$ cat config.mk
export PLATFORM = sky130hd
export DESIGN_NAME = clock_page_replacement_top
export DESIGN_NICKNAME = d
export VERILOG_FILES = /design/src/rtl/cpr_pkg.sv /design/src/rtl/clock_page_replacement_top.sv /design/src/rtl/cpr_store.sv /design/src/rtl/cpr_seq.sv
export SDC_FILE = /design/constraint.sdc
export NUM_CORES = 1
export LEC_CHECK = 0
export ABC_AREA = 1
export BUFFER_PORTS_ARGS = -buffer_cell sky130_fd_sc_hd__clkbuf_2
export CAP_MARGIN = 10
export CORE_UTILIZATION = 30
export CTS_BUF_LIST = sky130_fd_sc_hd__clkbuf_4 sky130_fd_sc_hd__clkbuf_8 sky130_fd_sc_hd__clkbuf_16
export DETAILED_ROUTE_END_ITERATION = 6
export SYNTH_ARGS = -nofsm -noshare
export SYNTH_HDL_FRONTEND = slang
export SYNTH_HIERARCHICAL = 1
export SYNTH_SLANG_ARGS = --single-unit
$ cat constraint.sdc
create_clock -name i_clk -period 5 [get_ports i_clk]
set_input_delay 1 -clock i_clk [delete_from_list [all_inputs] [get_ports i_clk]]
set_output_delay 1 -clock i_clk [all_outputs]
set_load 0.005 [all_outputs]
$ cat src/rtl/cpr_pkg.sv
// Shared types and constants for the clock page replacement block.
// Used by every module under rtl and by the port checker; no dependencies.
package cpr_pkg;

    localparam int FRAMES    = 8;
    localparam int PAGE_BITS = 16;
    localparam int FRAME_W   = $clog2(FRAMES);
    localparam int CNT_W     = $clog2(FRAMES + 1);
    localparam int CFG_W     = 4;
    localparam int OUTC_W    = 2;
    localparam int RES_W     = OUTC_W + FRAME_W + PAGE_BITS;
    localparam int M_DATA_W  = ((RES_W + 7) / 8) * 8;
    localparam int S_DATA_W  = ((PAGE_BITS + 7) / 8) * 8;

    localparam logic [OUTC_W-1:0] OUTC_HIT     = 2'd0;
    localparam logic [OUTC_W-1:0] OUTC_FILL    = 2'd1;
    localparam logic [OUTC_W-1:0] OUTC_REPLACE = 2'd2;

    localparam logic [CFG_W-1:0] CFG_LIMIT_RST = CFG_W'(FRAMES);

    // Frame store access: one read index, one write index per cycle.
    typedef struct packed {
        logic [FRAME_W-1:0]   rd_idx;
        logic [FRAME_W-1:0]   wr_idx;
        logic                 wr_page;
        logic                 set_ref;
        logic                 clr_ref;
        logic [PAGE_BITS-1:0] page;
    } t_store_cmd;

    typedef struct packed {
        logic [PAGE_BITS-1:0] rd_page;
        logic                 rd_ref;
        logic                 match;
    } t_store_sts;

    typedef struct packed {
        logic [PAGE_BITS-1:0] evicted;
        logic [FRAME_W-1:0]   frame;
        logic [OUTC_W-1:0]    outcome;
    } t_result;

endpackage

$ cat src/rtl/clock_page_replacement_top.sv
// Top level of the second-chance clock page replacement block.
// Instantiates cpr_seq and cpr_store; uses cpr_pkg.
//
//  channel   direction  beat contents (low bit first)
//  s_*       in         tdata: page[15:0]
//  m_*       out        tdata: outcome[1:0], frame[4:2], evicted_page[20:5]
//  apb       in/out     reg 0 at byte 0: frames_in_use[3:0]
//
// An access searches the filled frames for a hit and, on a miss with the ring
// full, sweeps the clock from the hand to find a frame to replace:
// the single page comparator and reference-bit port step one frame a cycle.
// s_tready drops from the accepted beat until the result is handed to the
// output register; that register frees the core while m_tready is low.
// Reset is synchronous, active low; reference bits, fill count, hand and
// frames_in_use (back to 8) reset at once, frame pages need no clearing.
module clock_page_replacement_top import cpr_pkg::*; (
    input  logic                i_clk,
    input  logic                i_rst_n,
    // Input stream
    input  logic                s_tvalid,
    output logic                s_tready,
    input  logic [S_DATA_W-1:0] s_tdata,   // [15:0] page
    // Result stream
    output logic                m_tvalid,
    input  logic                m_tready,
    output logic [M_DATA_W-1:0] m_tdata,   // [1:0] outcome, [4:2] frame, [20:5] evicted_page
    // Configuration
    input  logic                psel,
    input  logic                penable,
    input  logic                pwrite,
    input  logic [2:0]          paddr,
    input  logic [31:0]         pwdata,
    output logic [31:0]         prdata,
    output logic                pready
);

    logic [CFG_W-1:0]    r_cfg_lim;
    logic [CNT_W-1:0]    w_lim;
    logic                r_m_vld;
    logic [M_DATA_W-1:0] r_m_data;
    logic                w_start;
    logic                w_take;
    logic                w_res_vld;
    logic                w_ready;
    t_result             w_res;
    t_store_cmd          w_cmd;
    t_store_sts          w_sts;

    // Register map: only index 0 is backed, paddr[2] selects beyond it.
    assign pready = 1'b1;
    assign prdata = paddr[2] ? 32'd0 : {{(32 - CFG_W){1'b0}}, r_cfg_lim};

    always_ff @(posedge i_clk) begin
        if (!i_rst_n) begin
            r_cfg_lim <= CFG_LIMIT_RST;
        end else if (psel && penable && pwrite && !paddr[2]) begin
            r_cfg_lim <= pwdata[CFG_W-1:0];
        end
    end

    // Clamp the limit into 1..FRAMES.
    always_comb begin
        priority if (r_cfg_lim == '0) begin
            w_lim = CNT_W'(1);
        end else if (CNT_W'(r_cfg_lim) > CNT_W'(FRAMES)) begin
            w_lim = CNT_W'(FRAMES);
        end else begin
            w_lim = CNT_W'(r_cfg_lim);
        end
    end

    assign s_tready = w_ready;
    assign w_start  = s_tvalid && w_ready;
    // Advance the result into the output register once it is free.
    assign w_take   = w_res_vld && (!r_m_vld || m_tready);

    cpr_seq u_seq (
        .i_clk      (i_clk),
        .i_rst_n    (i_rst_n),
        .i_start    (w_start),
        .i_page     (s_tdata[PAGE_BITS-1:0]),
        .i_lim      (w_lim),
        .i_sts      (w_sts),
        .i_res_take (w_take),
        .o_cmd      (w_cmd),
        .o_ready    (w_ready),
        .o_res_vld  (w_res_vld),
        .o_res      (w_res)
    );

    cpr_store u_store (
        .i_clk   (i_clk),
        .i_rst_n (i_rst_n),
        .i_cmd   (w_cmd),
        .o_sts   (w_sts)
    );

    always_ff @(posedge i_clk) begin
        if (!i_rst_n) begin
            r_m_vld <= 1'b0;
        end else if (w_take) begin
            r_m_vld <= 1'b1;
        end else if (m_tready) begin
            r_m_vld <= 1'b0;
        end
    end

    always_ff @(posedge i_clk) begin
        if (w_take) begin
            r_m_data <= M_DATA_W'(w_res);
        end
    end

    assign m_tvalid = r_m_vld;
    assign m_tdata  = r_m_data;

endmodule

$ cat src/rtl/cpr_store.sv
// Frame store: page number and reference bit of each frame, plus the one
// page comparator shared by the hit search. Depends on cpr_pkg.
module cpr_store import cpr_pkg::*; (
    input  logic       i_clk,
    input  logic       i_rst_n,
    input  t_store_cmd i_cmd,
    output t_store_sts o_sts
);

    logic [PAGE_BITS-1:0] r_page [FRAMES];
    logic [FRAMES-1:0]    r_ref;

    always_ff @(posedge i_clk) begin
        if (i_cmd.wr_page) begin
            r_page[i_cmd.wr_idx] <= i_cmd.page;
        end
    end

    always_ff @(posedge i_clk) begin
        if (!i_rst_n) begin
            r_ref <= '0;
        end else if (i_cmd.set_ref) begin
            r_ref[i_cmd.wr_idx] <= 1'b1;
        end else if (i_cmd.clr_ref) begin
            r_ref[i_cmd.wr_idx] <= 1'b0;
        end
    end

    assign o_sts.rd_page = r_page[i_cmd.rd_idx];
    assign o_sts.rd_ref  = r_ref[i_cmd.rd_idx];
    assign o_sts.match   = (r_page[i_cmd.rd_idx] == i_cmd.page);

endmodule

$ cat src/rtl/cpr_seq.sv
// Sequencer: walks the frame index for the hit search and the clock sweep,
// decides hit, fill or replace, and holds the result. Depends on cpr_pkg.
module cpr_seq import cpr_pkg::*; (
    input  logic                 i_clk,
    input  logic                 i_rst_n,
    input  logic                 i_start,
    input  logic [PAGE_BITS-1:0] i_page,
    input  logic [CNT_W-1:0]     i_lim,
    input  t_store_sts           i_sts,
    input  logic                 i_res_take,
    output t_store_cmd           o_cmd,
    output logic                 o_ready,
    output logic                 o_res_vld,
    output t_result              o_res
);

    typedef enum logic [3:0] {
        S_IDLE  = 4'b0001,
        S_SRCH  = 4'b0010,
        S_SWEEP = 4'b0100,
        S_DONE  = 4'b1000
    } t_state;

    t_state               r_state, n_state;
    logic [FRAME_W-1:0]   r_idx, n_idx;
    logic [FRAME_W-1:0]   r_hand, n_hand;
    logic [CNT_W-1:0]     r_filled, n_filled;
    logic [PAGE_BITS-1:0] r_page, n_page;
    t_result              r_res, n_res;

    logic [CNT_W-1:0]   w_idx_inc;
    logic [FRAME_W-1:0] w_idx_next;
    logic               w_hit;
    logic               w_last;

    assign w_idx_inc  = CNT_W'(r_idx) + CNT_W'(1);
    assign w_idx_next = (w_idx_inc < i_lim) ? w_idx_inc[FRAME_W-1:0] : '0;
    assign w_hit      = (CNT_W'(r_idx) < r_filled) && i_sts.match;
    assign w_last     = !(w_idx_inc < r_filled);

    always_comb begin
        n_state  = r_state;
        n_idx    = r_idx;
        n_hand   = r_hand;
        n_filled = r_filled;
        n_page   = r_page;
        n_res    = r_res;
        o_cmd         = '0;
        o_cmd.rd_idx  = r_idx;
        o_cmd.wr_idx  = r_idx;
        o_cmd.page    = r_page;
        unique case (r_state)
            S_IDLE: begin
                if (i_start) begin
                    n_page  = i_page;
                    n_idx   = '0;
                    n_state = S_SRCH;
                end
            end
            S_SRCH: begin
                priority if (w_hit) begin
                    o_cmd.set_ref = 1'b1;
                    n_res   = '{evicted: '0, frame: r_idx, outcome: OUTC_HIT};
                    n_state = S_DONE;
                end else if (!w_last) begin
                    n_idx = r_idx + FRAME_W'(1);
                end else if (r_filled < i_lim) begin
                    // Free frame left: fill it, the hand stays put.
                    o_cmd.wr_idx  = r_filled[FRAME_W-1:0];
                    o_cmd.wr_page = 1'b1;
                    o_cmd.set_ref = 1'b1;
                    n_filled = r_filled + CNT_W'(1);
                    n_res    = '{evicted: '0, frame: r_filled[FRAME_W-1:0],
                                 outcome: OUTC_FILL};
                    n_state  = S_DONE;
                end else begin
                    // Ring full: start the sweep at the hand, wrapped to the limit.
                    n_idx   = (CNT_W'(r_hand) >= i_lim) ? '0 : r_hand;
                    n_state = S_SWEEP;
                end
            end
            S_SWEEP: begin
                if (i_sts.rd_ref) begin
                    o_cmd.clr_ref = 1'b1;
                    n_idx = w_idx_next;
                end else begin
                    o_cmd.wr_page = 1'b1;
                    o_cmd.set_ref = 1'b1;
                    n_hand  = w_idx_next;
                    n_res   = '{evicted: i_sts.rd_page, frame: r_idx,
                                outcome: OUTC_REPLACE};
                    n_state = S_DONE;
                end
            end
            S_DONE: begin
                if (i_res_take) begin
                    n_state = S_IDLE;
                end
            end
            default: n_state = S_IDLE;
        endcase
    end

    always_ff @(posedge i_clk) begin
        if (!i_rst_n) begin
            r_state  <= S_IDLE;
            r_hand   <= '0;
            r_filled <= '0;
        end else begin
            r_state  <= n_state;
            r_hand   <= n_hand;
            r_filled <= n_filled;
        end
    end

    always_ff @(posedge i_clk) begin
        r_idx  <= n_idx;
        r_page <= n_page;
        r_res  <= n_res;
    end

    assign o_ready   = (r_state == S_IDLE);
    assign o_res_vld = (r_state == S_DONE);
    assign o_res     = r_res;

endmodule

==> results.py <==
metrics = {
    "sta": {
        "finClkSkew_ps": 16.0,
        "worst_pin_slew_ps": 856,
        "rsz0062_at_grt": "false",
        "clock.fmax_mhz": 233,
        "fin_setup_tns_ps": 0,
        "setup_violations": 0,
        "final_hold_viol_count": 0,
        "finalCritPeriodShare_pct": 85.8,
        "slew_violations": 0,
        "maxSlewHeadroom_pct": 42.9,
        "fin_crit_ps": 4290,
    },
    "critical_path": {
        "endpoint_kind": "flip-flop",
        "critPathLaunch": "u_seq/r_idx[2]",
        "path_class": "flip-flop to flip-flop",
        "worstPathArrival_ps": 4500,
        "critPathRequiredTime_ps": 5210,
        "worstReg2RegStart": "u_seq/r_idx[2]",
        "worstPathMaxFanout": 17,
        "worstSetupStartpointType": "flip-flop",
    },
    "cts": {
        "ctsResizeCount": 0,
        "htreeDepth": 1,
        "cts_buffer_depth": 3,
        "cts_tree": "yes",
        "cts_hold_buf": 0,
        "clk_pin_slew_ps": 60,
        "post_cts_buffers": 0,
        "numCtsBuffers": 23,
        "clk_latency_ps": 530,
        "numClockSinks": 213,
        "clockRootBuffer": "clkbuf_16",
    },
    "global_routing": {
        "grt.total_usage_pct": 12.4,
        "grt_max_degree": 58,
        "grt_pass1_vias": 6072,
        "antenna_found_initial": 0,
        "grt.overflow.total": 0,
        "grt_pass1_wl_mm": 32.3,
    },
    "place": {
        "portBuffers": 54,
        "gp_congestion": 0.778,
        "place_hpwl_mm": 12.6,
    },
    "hold_path": {
        "hold_path_class": "flip-flop to flip-flop",
        "worstHoldStart": "u_seq/o_res[11]",
    },
    "layout": {
        "antenna_cells": 0,
        "final_core_util_pct": 35.2,
        "nets": 1149,
        "layout-drive-gt1-share_pct": 12.0,
        "syn2layout_area_growth_pct": 14.3,
    },
    "synthesis": {
        "synth.avg_cell_area_um2": 9.71,
        "synth_warnings": 6,
        "synth_edf_count": 189,
        "synth-seq-area-share_pct": 62.8,
        "async_flop_share_pct": 0,
        "synth_ff_type": "edfxtp_1",
        "synth_seq_cells": 213,
        "synthDistinctLibCells": 32,
        "syn_area_um2": 9810,
        "syn_inst": 1010,
    },
    "pwr": {
        "power_density_nw_per_um2": 517,
        "peakVddDrop_uv": 301,
        "p_leak_nw": 4.80,
    },
    "routing": {
        "wire_per_inst_um": 13.4,
        "drc_errors": 0,
        "drt_iter0_markers": 454,
        "detail-route-antenna-nets": 0,
        "drtPass1Iterations": 6,
        "avgViaCountPerCell": 4.29,
        "num_vias": 6551,
        "wirelength_mm": 20.5,
    },
    "floorplan": {
        "num_rows": 65,
        "ios": 117,
        "initial_core_util_pct": 30.8,
        "die_width_um": 183,
        "die_h_um": 183,
        "fp.coreArea_um2": 31900,
        "die_area_um2": 33400,
    },
    "run_status": {
        "status": "finished clean",
    },
    "run": {
        "cap_viol_max_count": 0,
    },
}
path summary, 6_finish.rpt:
check	depth (start not counted)	to	slack, ps
max	20	u_store/r_page[7][15]	710
min	0	m_tdata[11]	420
max reg2reg	20	u_store/r_page[7][15]	710
min reg2reg	0	m_tdata[11]	420
power by group:
group | switching (mW) | total, mW | leakage [nW] | internal, mW
registers | 0.124 | 2.29 | 1.90 | 2.17
clock network | 0.678 | 1.63 | 0.366 | 0.948
logic | 1.31 | 1.87 | 2.53 | 0.559
total | 2.12 | 5.79 | 4.80 | 3.68
through the flow:
step	std cells	power, mW	cell area, um2	hold WS, ps	worst slack (ps)
final	1528	5.79	11200	415	710
after global routing	1528	6.21	11200	428	324
after global placement	1487	4.17	10500	405	793
after CTS	1528	5.86	11200	419	709
after detailed placement	1487	4.21	10500	409	734
after floorplan	1040	3.71	9920	400	1210
area by class of cell:
type                       count  area [um2]
clock buffer                  30         634
fill                        3226       20700
inverter                     170         638
multi-input combinational    596        2720
timing repair buffer          73         425
sequential                   213        6160
tap                          435         544
clock inverter                11        88.8
worst max-delay path, stage by stage, from the launching register on:
cell and delay [ps]:
edfxtp_1 350, clkinv_1 630, buf_4 400, nand3_1 100, nand2_1 70, nand2_1 60, nand2_1 50, inv_1 60
nand2_1 60, nor2_1 90, nand2_1 60, nor2_1 250, nand3_4 190, nand3_4 180, nand2_1 60, o21ai_0 240
inv_1 210, nor3_1 300, inv_1 90, nor2_1 240, buf_4 290
synthesized netlist by cell type (2+ instances only):
cell type / count / area, um2
a21boi_0: 2 / 15.0
a21oi_1: 22 / 110
buf_2: 16 / 80.1
buf_4: 36 / 270
buf_6: 3 / 33.8
clkbuf_1: 6 / 22.5
conb_1: 2 / 7.51
dfxtp_1: 24 / 480
edfxtp_1: 189 / 5680
ha_1: 14 / 175
inv_1: 163 / 612
inv_2: 6 / 22.5
nand2_1: 250 / 938
nand2_2: 2 / 12.5
nand2_4: 2 / 22.5
nand3_1: 87 / 435
nand3_4: 2 / 35.0
nand3b_1: 3 / 22.5
nand4_1: 6 / 37.5
nor2_1: 111 / 417
nor2_2: 2 / 12.5
nor2_4: 3 / 33.8
nor3_1: 7 / 35.0
nor3_2: 2 / 20.0
o21ai_0: 40 / 200
o21ai_1: 2 / 10.0
xor2_1: 3 / 26.3
logic make-up after synthesis:
family / after synthesis / share of synthesized area, %
simple gates: 479 / 20.9
buf+inv: 231 / 10.7
flops: 213 / 62.8
compound gates: 68 / 3.55
fa+ha+maj: 14 / 1.79
xor+xnor: 3 / 0.268
other cells: 2 / 0.0766
per-layer routing:
metal	up-vias	track usage [%]	share of wire, %	routed length, um
met1	3032	16.6	46	9340
met4	0	4.07	2.2	459
met2	165	20.6	47	9570
li1	3318	-	-	-
met5	-	0	0	0
met3	36	1.63	5.3	1090
placed cells by master, fill, tap and decap left out, drive strengths merged, types with 22 or more instances in the layout:
cell type  netlist  layout
nand2          254     254
edfxtp         189     189
inv            169     170
nor2           116     116
nand3           90      90
clkbuf           6      84
o21ai           42      42
conb             2      32
dfxtp           24      24
a21oi           22      22
sequential cells by signal, summed over array words and instances, names as in the netlist, 3 cells and up, named ones only:
signal and flops:
u_seq/r_page 16, u_seq/r_idx 3, u_seq/r_state 4, r_cfg_lim 4
u_seq/r_filled 4, u_seq/r_hand 3, u_seq/o_res 21, u_store/r_page 128
m_tdata 21
Note: power is estimated with default switching activity, not from simulation.
